[src/fcdc_pkg.sv]
// ----------------------------------------------------------------------------
// fcdc_pkg
// Shared types, codes, curve tables and helpers for the fan curve duty
// controller.
// ----------------------------------------------------------------------------
package fcdc_pkg;

  localparam int CURVE_POINTS   = 5;
  localparam int BUILTIN_POINTS = 5;
  localparam int BLT_IDX_W      = $clog2(BUILTIN_POINTS);
  localparam int CFG_ADDR_W     = 2;

  localparam logic [6:0] TEMP_MAX     = 7'd125;
  localparam logic [6:0] HOT_LIMIT    = 7'd95;
  localparam logic [6:0] FULL_DUTY    = 7'd100;
  localparam logic [6:0] MANUAL_RESET = 7'd40;
  localparam logic [7:0] RAW_FLOOR    = 8'd63;
  // 2^22 / 100, rounded up; exact floor for every numerator up to 25500
  localparam logic [15:0] RECIP_100   = 16'd41944;

  localparam logic [63:0] CUSTOM_T_RESET = 64'd396517456941;
  localparam logic [63:0] CUSTOM_D_RESET = 64'd430927064345;

  // fan modes
  localparam logic [2:0] MODE_AUTO   = 3'd0;
  localparam logic [2:0] MODE_QUIET  = 3'd1;
  localparam logic [2:0] MODE_PERF   = 3'd2;
  localparam logic [2:0] MODE_MANUAL = 3'd4;

  // configuration register indexes
  localparam logic [CFG_ADDR_W-1:0] REG_FAN_MODE     = 2'd0;
  localparam logic [CFG_ADDR_W-1:0] REG_MANUAL_DUTY  = 2'd1;
  localparam logic [CFG_ADDR_W-1:0] REG_CURVE_TEMPS  = 2'd2;
  localparam logic [CFG_ADDR_W-1:0] REG_CURVE_DUTIES = 2'd3;

  // curve selection
  localparam logic [1:0] CURVE_QUIET  = 2'd0;
  localparam logic [1:0] CURVE_PERF   = 2'd1;
  localparam logic [1:0] CURVE_CUSTOM = 2'd2;

  // profile requests
  localparam logic [1:0] PROF_NONE     = 2'd0;
  localparam logic [1:0] PROF_QUIET    = 2'd1;
  localparam logic [1:0] PROF_BALANCED = 2'd2;
  localparam logic [1:0] PROF_PERF     = 2'd3;

  localparam logic [7:0] QUIET_T [BUILTIN_POINTS] = '{8'd45, 8'd60, 8'd72, 8'd82, 8'd92};
  localparam logic [7:0] QUIET_D [BUILTIN_POINTS] = '{8'd0, 8'd30, 8'd45, 8'd70, 8'd100};
  localparam logic [7:0] PERF_T  [BUILTIN_POINTS] = '{8'd40, 8'd55, 8'd68, 8'd78, 8'd90};
  localparam logic [7:0] PERF_D  [BUILTIN_POINTS] = '{8'd45, 8'd65, 8'd85, 8'd100, 8'd100};

  typedef struct packed {
    logic [7:0] cpu_temp_raw;
    logic       cpu_read_ok;
    logic [7:0] gpu_temp_raw;
    logic       gpu_read_ok;
  } in_item_t;

  typedef struct packed {
    logic       action;
    logic [6:0] duty_percent;
    logic [7:0] duty_raw;
    logic [1:0] profile_request;
    logic       failsafe;
    logic [6:0] hottest_temp;
  } out_item_t;

  typedef struct packed {
    logic       start;
    logic [1:0] sel;
    logic [6:0] temp;
  } curve_req_t;

  typedef struct packed {
    logic       done;
    logic [6:0] pct;
  } curve_rsp_t;

  function automatic logic [7:0] blt_temp(input logic [1:0] sel,
                                          input logic [BLT_IDX_W-1:0] idx);
    return (sel == CURVE_PERF) ? PERF_T[idx] : QUIET_T[idx];
  endfunction

  function automatic logic [7:0] blt_duty(input logic [1:0] sel,
                                          input logic [BLT_IDX_W-1:0] idx);
    return (sel == CURVE_PERF) ? PERF_D[idx] : QUIET_D[idx];
  endfunction

  // percent (0..100) to raw byte: zero stays zero, else pct*255/100 with a floor
  function automatic logic [7:0] raw_of_pct(input logic [6:0] pct);
    logic [14:0] scaled;
    logic [30:0] prod;
    logic [7:0]  raw;
    scaled = {pct, 8'd0} - {8'd0, pct};
    prod   = 31'(scaled) * 31'(RECIP_100);
    raw    = prod[29:22];
    if (pct == 7'd0) begin
      raw = 8'd0;
    end else if (raw < RAW_FLOOR) begin
      raw = RAW_FLOOR;
    end
    return raw;
  endfunction

endpackage

[src/fcdc_curve.sv]
// ----------------------------------------------------------------------------
// fcdc_curve
// Curve lookup sequencer: scans the curve points one per cycle, then runs
// one multiply and a restoring divider to interpolate the duty.
// ----------------------------------------------------------------------------
module fcdc_curve #(
  parameter int CurvePoints = fcdc_pkg::CURVE_POINTS
) (
  input  logic                       clk,
  input  logic                       rst_n,
  input  fcdc_pkg::curve_req_t       req,
  input  logic [8*CurvePoints-1:0]   curve_temps,
  input  logic [8*CurvePoints-1:0]   curve_duties,
  output fcdc_pkg::curve_rsp_t       rsp
);

  localparam int MaxPts = (CurvePoints > fcdc_pkg::BUILTIN_POINTS) ?
                          CurvePoints : fcdc_pkg::BUILTIN_POINTS;
  localparam int IdxW   = $clog2(MaxPts);

  localparam logic [2:0] S_IDLE = 3'd0;
  localparam logic [2:0] S_SCAN = 3'd1;
  localparam logic [2:0] S_MUL  = 3'd2;
  localparam logic [2:0] S_DIV  = 3'd3;
  localparam logic [2:0] S_ADD  = 3'd4;
  localparam logic [2:0] S_FIN  = 3'd5;

  logic [2:0]      state_r, state_nxt;
  logic [1:0]      sel_r, sel_nxt;
  logic [6:0]      temp_r, temp_nxt;
  logic [IdxW-1:0] idx_r, idx_nxt;
  logic [7:0]      t_prev_r, t_prev_nxt;
  logic [7:0]      d_prev_r, d_prev_nxt;
  logic [7:0]      delta_r, delta_nxt;
  logic [7:0]      rise_mag_r, rise_mag_nxt;
  logic            neg_r, neg_nxt;
  logic [7:0]      span_r, span_nxt;
  logic [15:0]     quo_r, quo_nxt;
  logic [7:0]      rem_r, rem_nxt;
  logic [3:0]      cnt_r, cnt_nxt;
  logic [9:0]      r_r, r_nxt;

  logic [7:0]      ct [MaxPts];
  logic [7:0]      cd [MaxPts];
  logic [7:0]      t_cur, d_cur;
  logic [IdxW-1:0] last_idx;
  logic [8:0]      span, rise, rise_abs;
  logic            span_pos;
  logic [8:0]      rem_sh;
  logic            ge;
  logic [6:0]      pct_clamped;

  for (genvar g = 0; g < MaxPts; g++) begin : g_unpack
    if (g < CurvePoints) begin : g_used
      assign ct[g] = curve_temps[8*g +: 8];
      assign cd[g] = curve_duties[8*g +: 8];
    end else begin : g_pad
      assign ct[g] = 8'd0;
      assign cd[g] = 8'd0;
    end
  end

  always_comb begin
    if (sel_r == fcdc_pkg::CURVE_CUSTOM) begin
      t_cur    = ct[idx_r];
      d_cur    = cd[idx_r];
      last_idx = IdxW'(CurvePoints - 1);
    end else begin
      t_cur    = fcdc_pkg::blt_temp(sel_r, idx_r[fcdc_pkg::BLT_IDX_W-1:0]);
      d_cur    = fcdc_pkg::blt_duty(sel_r, idx_r[fcdc_pkg::BLT_IDX_W-1:0]);
      last_idx = IdxW'(fcdc_pkg::BUILTIN_POINTS - 1);
    end
  end

  assign span     = {1'b0, t_cur} - {1'b0, t_prev_r};
  assign span_pos = !span[8] && (span != 9'd0);
  assign rise     = {1'b0, d_cur} - {1'b0, d_prev_r};
  assign rise_abs = rise[8] ? (9'd0 - rise) : rise;

  // one restoring divide step per cycle
  assign rem_sh = {rem_r, quo_r[15]};
  assign ge     = rem_sh >= {1'b0, span_r};

  always_comb begin
    if (r_r[9]) begin
      pct_clamped = 7'd0;
    end else if (r_r > {3'd0, fcdc_pkg::FULL_DUTY}) begin
      pct_clamped = fcdc_pkg::FULL_DUTY;
    end else begin
      pct_clamped = r_r[6:0];
    end
  end

  assign rsp.done = (state_r == S_FIN);
  assign rsp.pct  = pct_clamped;

  always_comb begin
    state_nxt    = state_r;
    sel_nxt      = sel_r;
    temp_nxt     = temp_r;
    idx_nxt      = idx_r;
    t_prev_nxt   = t_prev_r;
    d_prev_nxt   = d_prev_r;
    delta_nxt    = delta_r;
    rise_mag_nxt = rise_mag_r;
    neg_nxt      = neg_r;
    span_nxt     = span_r;
    quo_nxt      = quo_r;
    rem_nxt      = rem_r;
    cnt_nxt      = cnt_r;
    r_nxt        = r_r;
    unique case (state_r)
      S_IDLE: begin
        if (req.start) begin
          sel_nxt  = req.sel;
          temp_nxt = req.temp;
          idx_nxt  = '0;
          if (req.temp >= fcdc_pkg::HOT_LIMIT) begin
            r_nxt     = {3'd0, fcdc_pkg::FULL_DUTY};
            state_nxt = S_FIN;
          end else begin
            state_nxt = S_SCAN;
          end
        end
      end
      S_SCAN: begin
        if ({1'b0, temp_r} <= t_cur) begin
          if (idx_r == '0 || !span_pos) begin
            r_nxt     = {2'd0, d_cur};
            state_nxt = S_FIN;
          end else begin
            delta_nxt    = {1'b0, temp_r} - t_prev_r;
            rise_mag_nxt = rise_abs[7:0];
            neg_nxt      = rise[8];
            span_nxt     = span[7:0];
            state_nxt    = S_MUL;
          end
        end else if (idx_r == last_idx) begin
          r_nxt     = {2'd0, d_cur};
          state_nxt = S_FIN;
        end else begin
          t_prev_nxt = t_cur;
          d_prev_nxt = d_cur;
          idx_nxt    = idx_r + IdxW'(1);
        end
      end
      S_MUL: begin
        quo_nxt   = delta_r * rise_mag_r;
        rem_nxt   = 8'd0;
        cnt_nxt   = 4'd0;
        state_nxt = S_DIV;
      end
      S_DIV: begin
        rem_nxt = ge ? 8'(rem_sh - {1'b0, span_r}) : rem_sh[7:0];
        quo_nxt = {quo_r[14:0], ge};
        cnt_nxt = cnt_r + 4'd1;
        if (cnt_r == 4'd15) begin
          state_nxt = S_ADD;
        end
      end
      S_ADD: begin
        // truncate toward zero: apply the sign to the magnitude quotient
        r_nxt     = neg_r ? ({2'd0, d_prev_r} - {2'd0, quo_r[7:0]})
                          : ({2'd0, d_prev_r} + {2'd0, quo_r[7:0]});
        state_nxt = S_FIN;
      end
      S_FIN: begin
        state_nxt = S_IDLE;
      end
      default: begin
        state_nxt = S_IDLE;
      end
    endcase
  end

  always_ff @(posedge clk) begin
    if (!rst_n) begin
      state_r <= S_IDLE;
    end else begin
      state_r <= state_nxt;
    end
  end

  always_ff @(posedge clk) begin
    sel_r      <= sel_nxt;
    temp_r     <= temp_nxt;
    idx_r      <= idx_nxt;
    t_prev_r   <= t_prev_nxt;
    d_prev_r   <= d_prev_nxt;
    delta_r    <= delta_nxt;
    rise_mag_r <= rise_mag_nxt;
    neg_r      <= neg_nxt;
    span_r     <= span_nxt;
    quo_r      <= quo_nxt;
    rem_r      <= rem_nxt;
    cnt_r      <= cnt_nxt;
    r_r        <= r_nxt;
  end

endmodule

[src/fan_curve_duty_controller_core.sv]
// ----------------------------------------------------------------------------
// fan_curve_duty_controller_core
// Fan duty controller: in the curve modes, picks the hottest valid sensor
// reading and maps it to a fan duty through a built-in or configurable piecewise linear curve.
// ----------------------------------------------------------------------------
// One control tick is taken per transfer on the input channel and gives one
// result on the output channel. Auto, manual and no-valid-sensor ticks pass
// from the transfer through ST_PUSH into the output register. A curve tick
// first waits in ST_CURVE for fcdc_curve, which runs the point scan (one
// point a cycle), one 8x8 multiply and a restoring divider, and then goes
// through ST_PUSH. in_stall is high from the transfer until the result is
// loaded into the output register; a result may sit there under out_stall
// while the next tick is taken.
// Configuration writes are taken on any cycle and must only happen while the
// block is idle.
module fan_curve_duty_controller_core #(
  parameter int CurvePoints = fcdc_pkg::CURVE_POINTS
) (
  input  logic                              clk,
  input  logic                              rst_n,
  input  logic                              in_valid,
  output logic                              in_stall,
  input  fcdc_pkg::in_item_t                in_data,
  output logic                              out_valid,
  input  logic                              out_stall,
  output fcdc_pkg::out_item_t               out_data,
  input  logic                              cfg_we,
  input  logic [fcdc_pkg::CFG_ADDR_W-1:0]   cfg_index,
  input  logic [8*CurvePoints-1:0]          cfg_wdata
);

  localparam int CurveW = 8 * CurvePoints;
  localparam logic [CurveW-1:0] TempsRst  = CurveW'(fcdc_pkg::CUSTOM_T_RESET);
  localparam logic [CurveW-1:0] DutiesRst = CurveW'(fcdc_pkg::CUSTOM_D_RESET);

  localparam logic [1:0] ST_IDLE  = 2'd0;
  localparam logic [1:0] ST_CURVE = 2'd1;
  localparam logic [1:0] ST_PUSH  = 2'd2;

  logic [2:0]          fan_mode_r;
  logic [6:0]          manual_duty_r;
  logic [CurveW-1:0]   curve_temps_r;
  logic [CurveW-1:0]   curve_duties_r;

  logic [1:0]          state_r, state_nxt;
  logic                owned_r, owned_nxt;
  fcdc_pkg::out_item_t res_r, res_nxt;
  logic                out_valid_r, out_valid_nxt;
  fcdc_pkg::out_item_t out_r, out_nxt;

  fcdc_pkg::curve_req_t curve_req;
  fcdc_pkg::curve_rsp_t curve_rsp;

  logic       accept;
  logic       cpu_ok, gpu_ok;
  logic [6:0] hot;
  logic       any_ok;
  logic       out_free;

  assign accept   = in_valid && !in_stall;
  assign in_stall = (state_r != ST_IDLE);
  assign out_free = !out_valid_r || !out_stall;

  assign cpu_ok = in_data.cpu_read_ok && (in_data.cpu_temp_raw != 8'd0) &&
                  (in_data.cpu_temp_raw <= {1'b0, fcdc_pkg::TEMP_MAX});
  assign gpu_ok = in_data.gpu_read_ok && (in_data.gpu_temp_raw != 8'd0) &&
                  (in_data.gpu_temp_raw <= {1'b0, fcdc_pkg::TEMP_MAX});
  assign any_ok = cpu_ok || gpu_ok;

  always_comb begin
    priority if (cpu_ok && gpu_ok) begin
      hot = (in_data.gpu_temp_raw > in_data.cpu_temp_raw) ?
            in_data.gpu_temp_raw[6:0] : in_data.cpu_temp_raw[6:0];
    end else if (gpu_ok) begin
      hot = in_data.gpu_temp_raw[6:0];
    end else if (cpu_ok) begin
      hot = in_data.cpu_temp_raw[6:0];
    end else begin
      hot = 7'd0;
    end
  end

  always_comb begin
    state_nxt       = state_r;
    owned_nxt       = owned_r;
    res_nxt         = res_r;
    out_valid_nxt   = out_valid_r && out_stall;
    out_nxt         = out_r;
    curve_req.start = 1'b0;
    curve_req.temp  = hot;
    curve_req.sel   = fcdc_pkg::CURVE_CUSTOM;
    if (fan_mode_r == fcdc_pkg::MODE_QUIET) begin
      curve_req.sel = fcdc_pkg::CURVE_QUIET;
    end else if (fan_mode_r == fcdc_pkg::MODE_PERF) begin
      curve_req.sel = fcdc_pkg::CURVE_PERF;
    end

    unique case (state_r)
      ST_IDLE: begin
        if (accept) begin
          res_nxt           = '0;
          res_nxt.action    = 1'b1;
          state_nxt         = ST_PUSH;
          if (fan_mode_r == fcdc_pkg::MODE_AUTO) begin
            res_nxt.action          = 1'b0;
            res_nxt.profile_request = owned_r ? fcdc_pkg::PROF_BALANCED
                                              : fcdc_pkg::PROF_NONE;
            owned_nxt               = 1'b0;
          end else if (fan_mode_r == fcdc_pkg::MODE_MANUAL) begin
            res_nxt.duty_percent = (manual_duty_r > fcdc_pkg::FULL_DUTY) ?
                                   fcdc_pkg::FULL_DUTY : manual_duty_r;
          end else begin
            if (fan_mode_r == fcdc_pkg::MODE_QUIET) begin
              res_nxt.profile_request = fcdc_pkg::PROF_QUIET;
              owned_nxt               = 1'b1;
            end else if (fan_mode_r == fcdc_pkg::MODE_PERF) begin
              res_nxt.profile_request = fcdc_pkg::PROF_PERF;
              owned_nxt               = 1'b1;
            end
            if (any_ok) begin
              res_nxt.hottest_temp = hot;
              curve_req.start      = 1'b1;
              state_nxt            = ST_CURVE;
            end else begin
              res_nxt.duty_percent = fcdc_pkg::FULL_DUTY;
              res_nxt.failsafe     = 1'b1;
            end
          end
        end
      end
      ST_CURVE: begin
        if (curve_rsp.done) begin
          res_nxt.duty_percent = curve_rsp.pct;
          state_nxt            = ST_PUSH;
        end
      end
      ST_PUSH: begin
        // hold until the output register is free
        if (out_free) begin
          out_nxt          = res_r;
          out_nxt.duty_raw = res_r.action ? fcdc_pkg::raw_of_pct(res_r.duty_percent)
                                          : 8'd0;
          out_valid_nxt    = 1'b1;
          state_nxt        = ST_IDLE;
        end
      end
      default: begin
        state_nxt = ST_IDLE;
      end
    endcase
  end

  fcdc_curve #(
    .CurvePoints (CurvePoints)
  ) u_curve (
    .clk          (clk),
    .rst_n        (rst_n),
    .req          (curve_req),
    .curve_temps  (curve_temps_r),
    .curve_duties (curve_duties_r),
    .rsp          (curve_rsp)
  );

  always_ff @(posedge clk) begin
    if (!rst_n) begin
      fan_mode_r     <= fcdc_pkg::MODE_AUTO;
      manual_duty_r  <= fcdc_pkg::MANUAL_RESET;
      curve_temps_r  <= TempsRst;
      curve_duties_r <= DutiesRst;
    end else if (cfg_we) begin
      unique case (cfg_index)
        fcdc_pkg::REG_FAN_MODE:     fan_mode_r     <= cfg_wdata[2:0];
        fcdc_pkg::REG_MANUAL_DUTY:  manual_duty_r  <= cfg_wdata[6:0];
        fcdc_pkg::REG_CURVE_TEMPS:  curve_temps_r  <= cfg_wdata;
        fcdc_pkg::REG_CURVE_DUTIES: curve_duties_r <= cfg_wdata;
        default:                    fan_mode_r     <= fan_mode_r;
      endcase
    end
  end

  always_ff @(posedge clk) begin
    if (!rst_n) begin
      state_r     <= ST_IDLE;
      owned_r     <= 1'b0;
      out_valid_r <= 1'b0;
    end else begin
      state_r     <= state_nxt;
      owned_r     <= owned_nxt;
      out_valid_r <= out_valid_nxt;
    end
  end

  always_ff @(posedge clk) begin
    res_r <= res_nxt;
    out_r <= out_nxt;
  end

  assign out_valid = out_valid_r;
  assign out_data  = out_r;

endmodule

[config.mk]
export PLATFORM = sky130hd
export DESIGN_NAME = fan_curve_duty_controller_core
export DESIGN_NICKNAME = d
export VERILOG_FILES = /design/src/fcdc_pkg.sv /design/src/fcdc_curve.sv /design/src/fan_curve_duty_controller_core.sv
export SDC_FILE = /design/constraint.sdc
export NUM_CORES = 1
export LEC_CHECK = 0
export ABC_AREA = 1
export BUFFER_PORTS_ARGS = -buffer_cell sky130_fd_sc_hd__buf_2
export CORE_ASPECT_RATIO = 0.7
export CORE_UTILIZATION = 63
export CTS_BUF_LIST = sky130_fd_sc_hd__clkbuf_8 sky130_fd_sc_hd__clkbuf_16
export CTS_CLUSTER_DIAMETER = 60
export DETAILED_ROUTE_END_ITERATION = 12
export MAX_ROUTING_LAYER = met4
export PLACE_DENSITY_LB_ADDON = 0.25
export SETUP_SLACK_MARGIN = 0.2
export SLEW_MARGIN = 20
export SYNTH_ARGS = -nofsm -noshare
export SYNTH_HDL_FRONTEND = slang
export SYNTH_SLANG_ARGS = --single-unit
[constraint.sdc]
create_clock -name clk -period 8.4 [get_ports clk]
set_clock_uncertainty 0.1 [all_clocks]
set_input_delay 0.42 -clock clk [delete_from_list [all_inputs] [get_ports clk]]
set_output_delay 0.42 -clock clk [all_outputs]
set_load 0.1 [all_outputs]
==> flow_summary.rst <==
.. list-table::
   :header-rows: 1

   * - Metric
     - Value
   * - Final setup margin
     - 1.408 ns
   * - DP Worst Slack
     - 1.503 ns
   * - Most frequent standard cell in the layout excluding fill and tap cells
     - inv_1
   * - Number of violations reported at the end of detailed-routing iteration 0
     - 1278
   * - Clk Latency, worst-skew pair
     - 0.57 ns
   * - Worst EP arrival
     - 7.16 ns
   * - Aggregate global routing overflow
     - 0
   * - Post-Synthesis Mean Instance Area
     - 8.205 sq um
   * - Placed instance area
     - 19570 sq um
   * - Clock slew at the register clock pins of the worst setup and hold paths
     - 0.06 ns
   * - Die area
     - 30520 sq um
   * - CP Capture Type
     - flop
   * - Proportion of synthesized flip-flops having asynchronous set or reset
     - 0
   * - Standard-cell rows
     - 52
   * - P_leak
     - 10.47 nW
   * - Sequential area share after synthesis
     - 0.3193
   * - Clock tree from TritonCTS
     - done
   * - Footprint of the flip-flops and latches
     - 5996 sq um
   * - Largest stage delay on the critical path
     - 0.61 ns
   * - Core area
     - 29080 sq um
   * - Hold Crit Class
     - in -> reg
   * - Initial cell density of the core
     - 0.6458
   * - CTS resizes
     - 0
   * - Final net count
     - 2763
   * - Highest attainable clock frequency
     - 0.1430 GHz
   * - Maximum number of buffers from clock root to sink
     - 3
   * - Status
     - finished clean
   * - Estimated wirelength of the detail-placed design
     - 36.95 mm
   * - Depth of the CTS H-tree
     - 1
   * - Post-Synthesis Cell Area
     - 18780 sq um
   * - Routed vias
     - 15620
   * - Net count after synthesis
     - 2670
   * - Number of enable-type register cells in the synthesized netlist
     - 135
   * - Via count of the first global-routing pass
     - 15520
   * - Max-capacitance violation count
     - 0
   * - Number of buffers added by the clock tree synthesis step
     - 26
   * - Setup repair after global routing missed its margin
     - false
   * - Max-slew headroom at the worst pin
     - 0.2819
   * - Number of sinks on the clock net
     - 232
   * - Final Max Slew Viols
     - 0
   * - Largest net degree at the start of global routing
     - 93
   * - Required @ worst endpoint
     - 8.57 ns
   * - Antenna violation net count after detailed routing
     - 0
   * - Filler Cells Inserted
     - 2281
   * - Part of the cycle the worst path needs
     - 0.8323
   * - Number of distinct library cell variants in the gate-level netlist after synthesis
     - 65
   * - Crit Path Class
     - reg -> reg
   * - Buffers on Ports
     - 92
   * - Primary flip-flop cell chosen by synthesis mapping
     - edfxtp_1
   * - Standard cell with the maximum stage delay on the critical path
     - edfxtp_1
   * - Final setup violating endpoints
     - 0
   * - Register bit total from synthesis
     - 232
   * - Die width
     - 208.4 um
   * - Overall track demand over capacity in global routing
     - 0.3286
   * - Yosys warning total
     - 0
   * - Path depth of the worst reg2reg path
     - 31
   * - Number of vias per cell
     - 5.620
   * - Kind of launch point of the worst setup path
     - flop
   * - Top Ports
     - 93
   * - Final standard cell utilization of the core
     - 0.7121
   * - Final Instance Area
     - 20710 sq um
   * - Summed negative setup slack over all endpoints
     - 0 ns
   * - Die Height
     - 146.5 um
   * - First-pass GRT wire length
     - 78.23 mm
   * - Proportion of layout cells with a drive suffix above 1
     - 0.08788
   * - Mapped Cells
     - 2289
   * - Number of detailed-route iterations in the first pass
     - 5
   * - Endpoints failing hold
     - 0
   * - Count of cells along the worst hold path
     - 3
   * - Slew of the pin with the lowest slew margin
     - 1.066 ns
   * - Number of antenna violations at the first check in global routing
     - 0
   * - Worst-path maximum fanout
     - 9
   * - Area of the multi-input gates
     - 10780 sq um
   * - Wirelength per Cell
     - 17.00 um
   * - Final worst hold slack
     - 0.01027 ns
   * - Final routed wirelength across all metal layers
     - 47.24 mm
   * - Minimum clock period after layout
     - 6.992 ns
   * - Worst supply voltage drop on vdd
     - 477.4 uV
   * - Crit-path most repeated cell
     - inv_1
   * - Weighted congestion at the end of routability-driven global placement
     - 0.9582
   * - Number of DRC violations after detailed routing
     - 0
   * - Commonest cells after routing, fill and taps aside
     - inv_1 (463), nand2_1 (419), ha_1 (209), nor2_1 (173), o21ai_0 (152)
   * - Count of inserted antenna diode cells
     - 0
   * - Root buf cell
     - clkbuf_16
   * - Synthesis-to-finish area growth
     - 10.27%
   * - Power density of the placed cells
     - 342.9 nW/um^2
## flip-flops by register name (all words and copies together) (netlist names), 2 cells and up
| name | flops |
|---|---|
| curve_duties_r | 40 |
| curve_temps_r | 40 |
| fan_mode_r | 3 |
| manual_duty_r | 7 |
| out_data | 26 |
| res_r | 18 |
| state_r | 2 |
| u_curve.cnt_r | 4 |
| u_curve.d_prev_r | 8 |
| u_curve.delta_r | 8 |
| u_curve.idx_r | 3 |
| u_curve.quo_r | 16 |
| u_curve.r_r | 10 |
| u_curve.rem_r | 8 |
| u_curve.rise_mag_r | 8 |
| u_curve.sel_r | 2 |
| u_curve.span_r | 8 |
| u_curve.state_r | 3 |
| u_curve.t_prev_r | 8 |
| u_curve.temp_r | 7 |
## final cells by class
cell class | count | share of cell area
multi-input combinational | 1524 | 0.5203
sequential | 232 | 0.2895
inverter | 474 | 0.08627
timing repair buffer | 124 | 0.03637
clock buffer | 26 | 0.03142
tap | 378 | 0.02284
clock inverter | 21 | 0.01329
## report_power, final
part           internal [W]  total [W]  switching (W)
combinational       0.00156    0.00456        0.00300
sequential          0.00129    0.00133      0.0000358
clock              0.000703    0.00121       0.000506
total               0.00356    0.00710        0.00354
## cell families after synthesis
kind of cell | count (synthesis) | share of synthesized area
simple gates | 779 | 0.1783
buf+inv | 533 | 0.1080
compound gates | 377 | 0.1151
fa+ha+maj | 316 | 0.2533
flops | 232 | 0.3193
xor+xnor | 51 | 0.02558
mux | 1 | 0.0005330
## critical path, delay by kind of cell (launching register included)
family                     cells  cell delay [ns]
xor gates and xnor gates       1             0.43
DFF                            1             0.61
buffers and inverters          8             0.86
and+or+nand+nor               12             1.31
AOI/OAI and AO/OA              3             0.51
adders and majority gates      7             2.88
## path summary, 6_finish.rpt
check | from | endpoint | slack (ns)
max | res_r[18]$_DFFE_PP_ | out_data[12]$_SDFFCE_PP0P_ | 1.41
min | cfg_wdata[31] | curve_duties_r[31]$_SDFFE_PN0P_ | 0.01
max reg2reg | res_r[18]$_DFFE_PP_ | out_data[12]$_SDFFCE_PP0P_ | 1.41
min reg2reg | res_r[4]$_SDFFCE_PP0P_ | out_data[4]$_DFFE_PP_ | 0.32
## synthesized netlist by cell type, types with 8 or more instances
library cell / number / area [sq um]
fa_1: 107 / 2142
nor2_2: 8 / 50.05
nor3_1: 20 / 100.1
nor2_1: 176 / 660.6
xor2_1: 41 / 359.1
inv_1: 460 / 1727
nand4_1: 18 / 112.6
o21bai_1: 16 / 120.1
a31oi_1: 13 / 81.33
a221oi_1: 9 / 78.83
ha_1: 209 / 2615
dfxtp_1: 97 / 1942
edfxtp_1: 135 / 4054
nand3_1: 97 / 485.5
inv_2: 11 / 41.29
nand2_2: 10 / 62.56
a21o_1: 8 / 60.06
nand2_1: 419 / 1573
o22ai_1: 13 / 81.33
a21oi_1: 123 / 615.6
o21ai_0: 152 / 760.7
clkbuf_1: 48 / 180.2
## per-layer routing
layer,track usage,routed length [um],vias to the layer above,part of all wire
li1,-,-,7566,-
met1,0.4613,22000,7425,0.47
met2,0.4950,20730,547,0.44
met3,0.05055,3305,81,0.070
met4,0.09074,1198,0,0.025
met5,-,0,-,0
## metrics by stage
| step | total power (W) | cells |
|---|---|---|
| floorplan | 0.004761 | 2289 |
| global placement | 0.005796 | 2711 |
| detailed placement | 0.005836 | 2711 |
| CTS | 0.007069 | 2779 |
| global route | 0.007841 | 2779 |
| finish | 0.007102 | 2779 |
## repair_timing
| action | 4_1_cts | 5_1_grt |
|---|---|---|
| hold buffers | 21 | 0 |
| setup endpoints to repair | 0 | 0 |
| hold endpoints to repair | 28 | 0 |
| buffers inserted | 0 | 0 |
(Power assumes the default switching activity.)
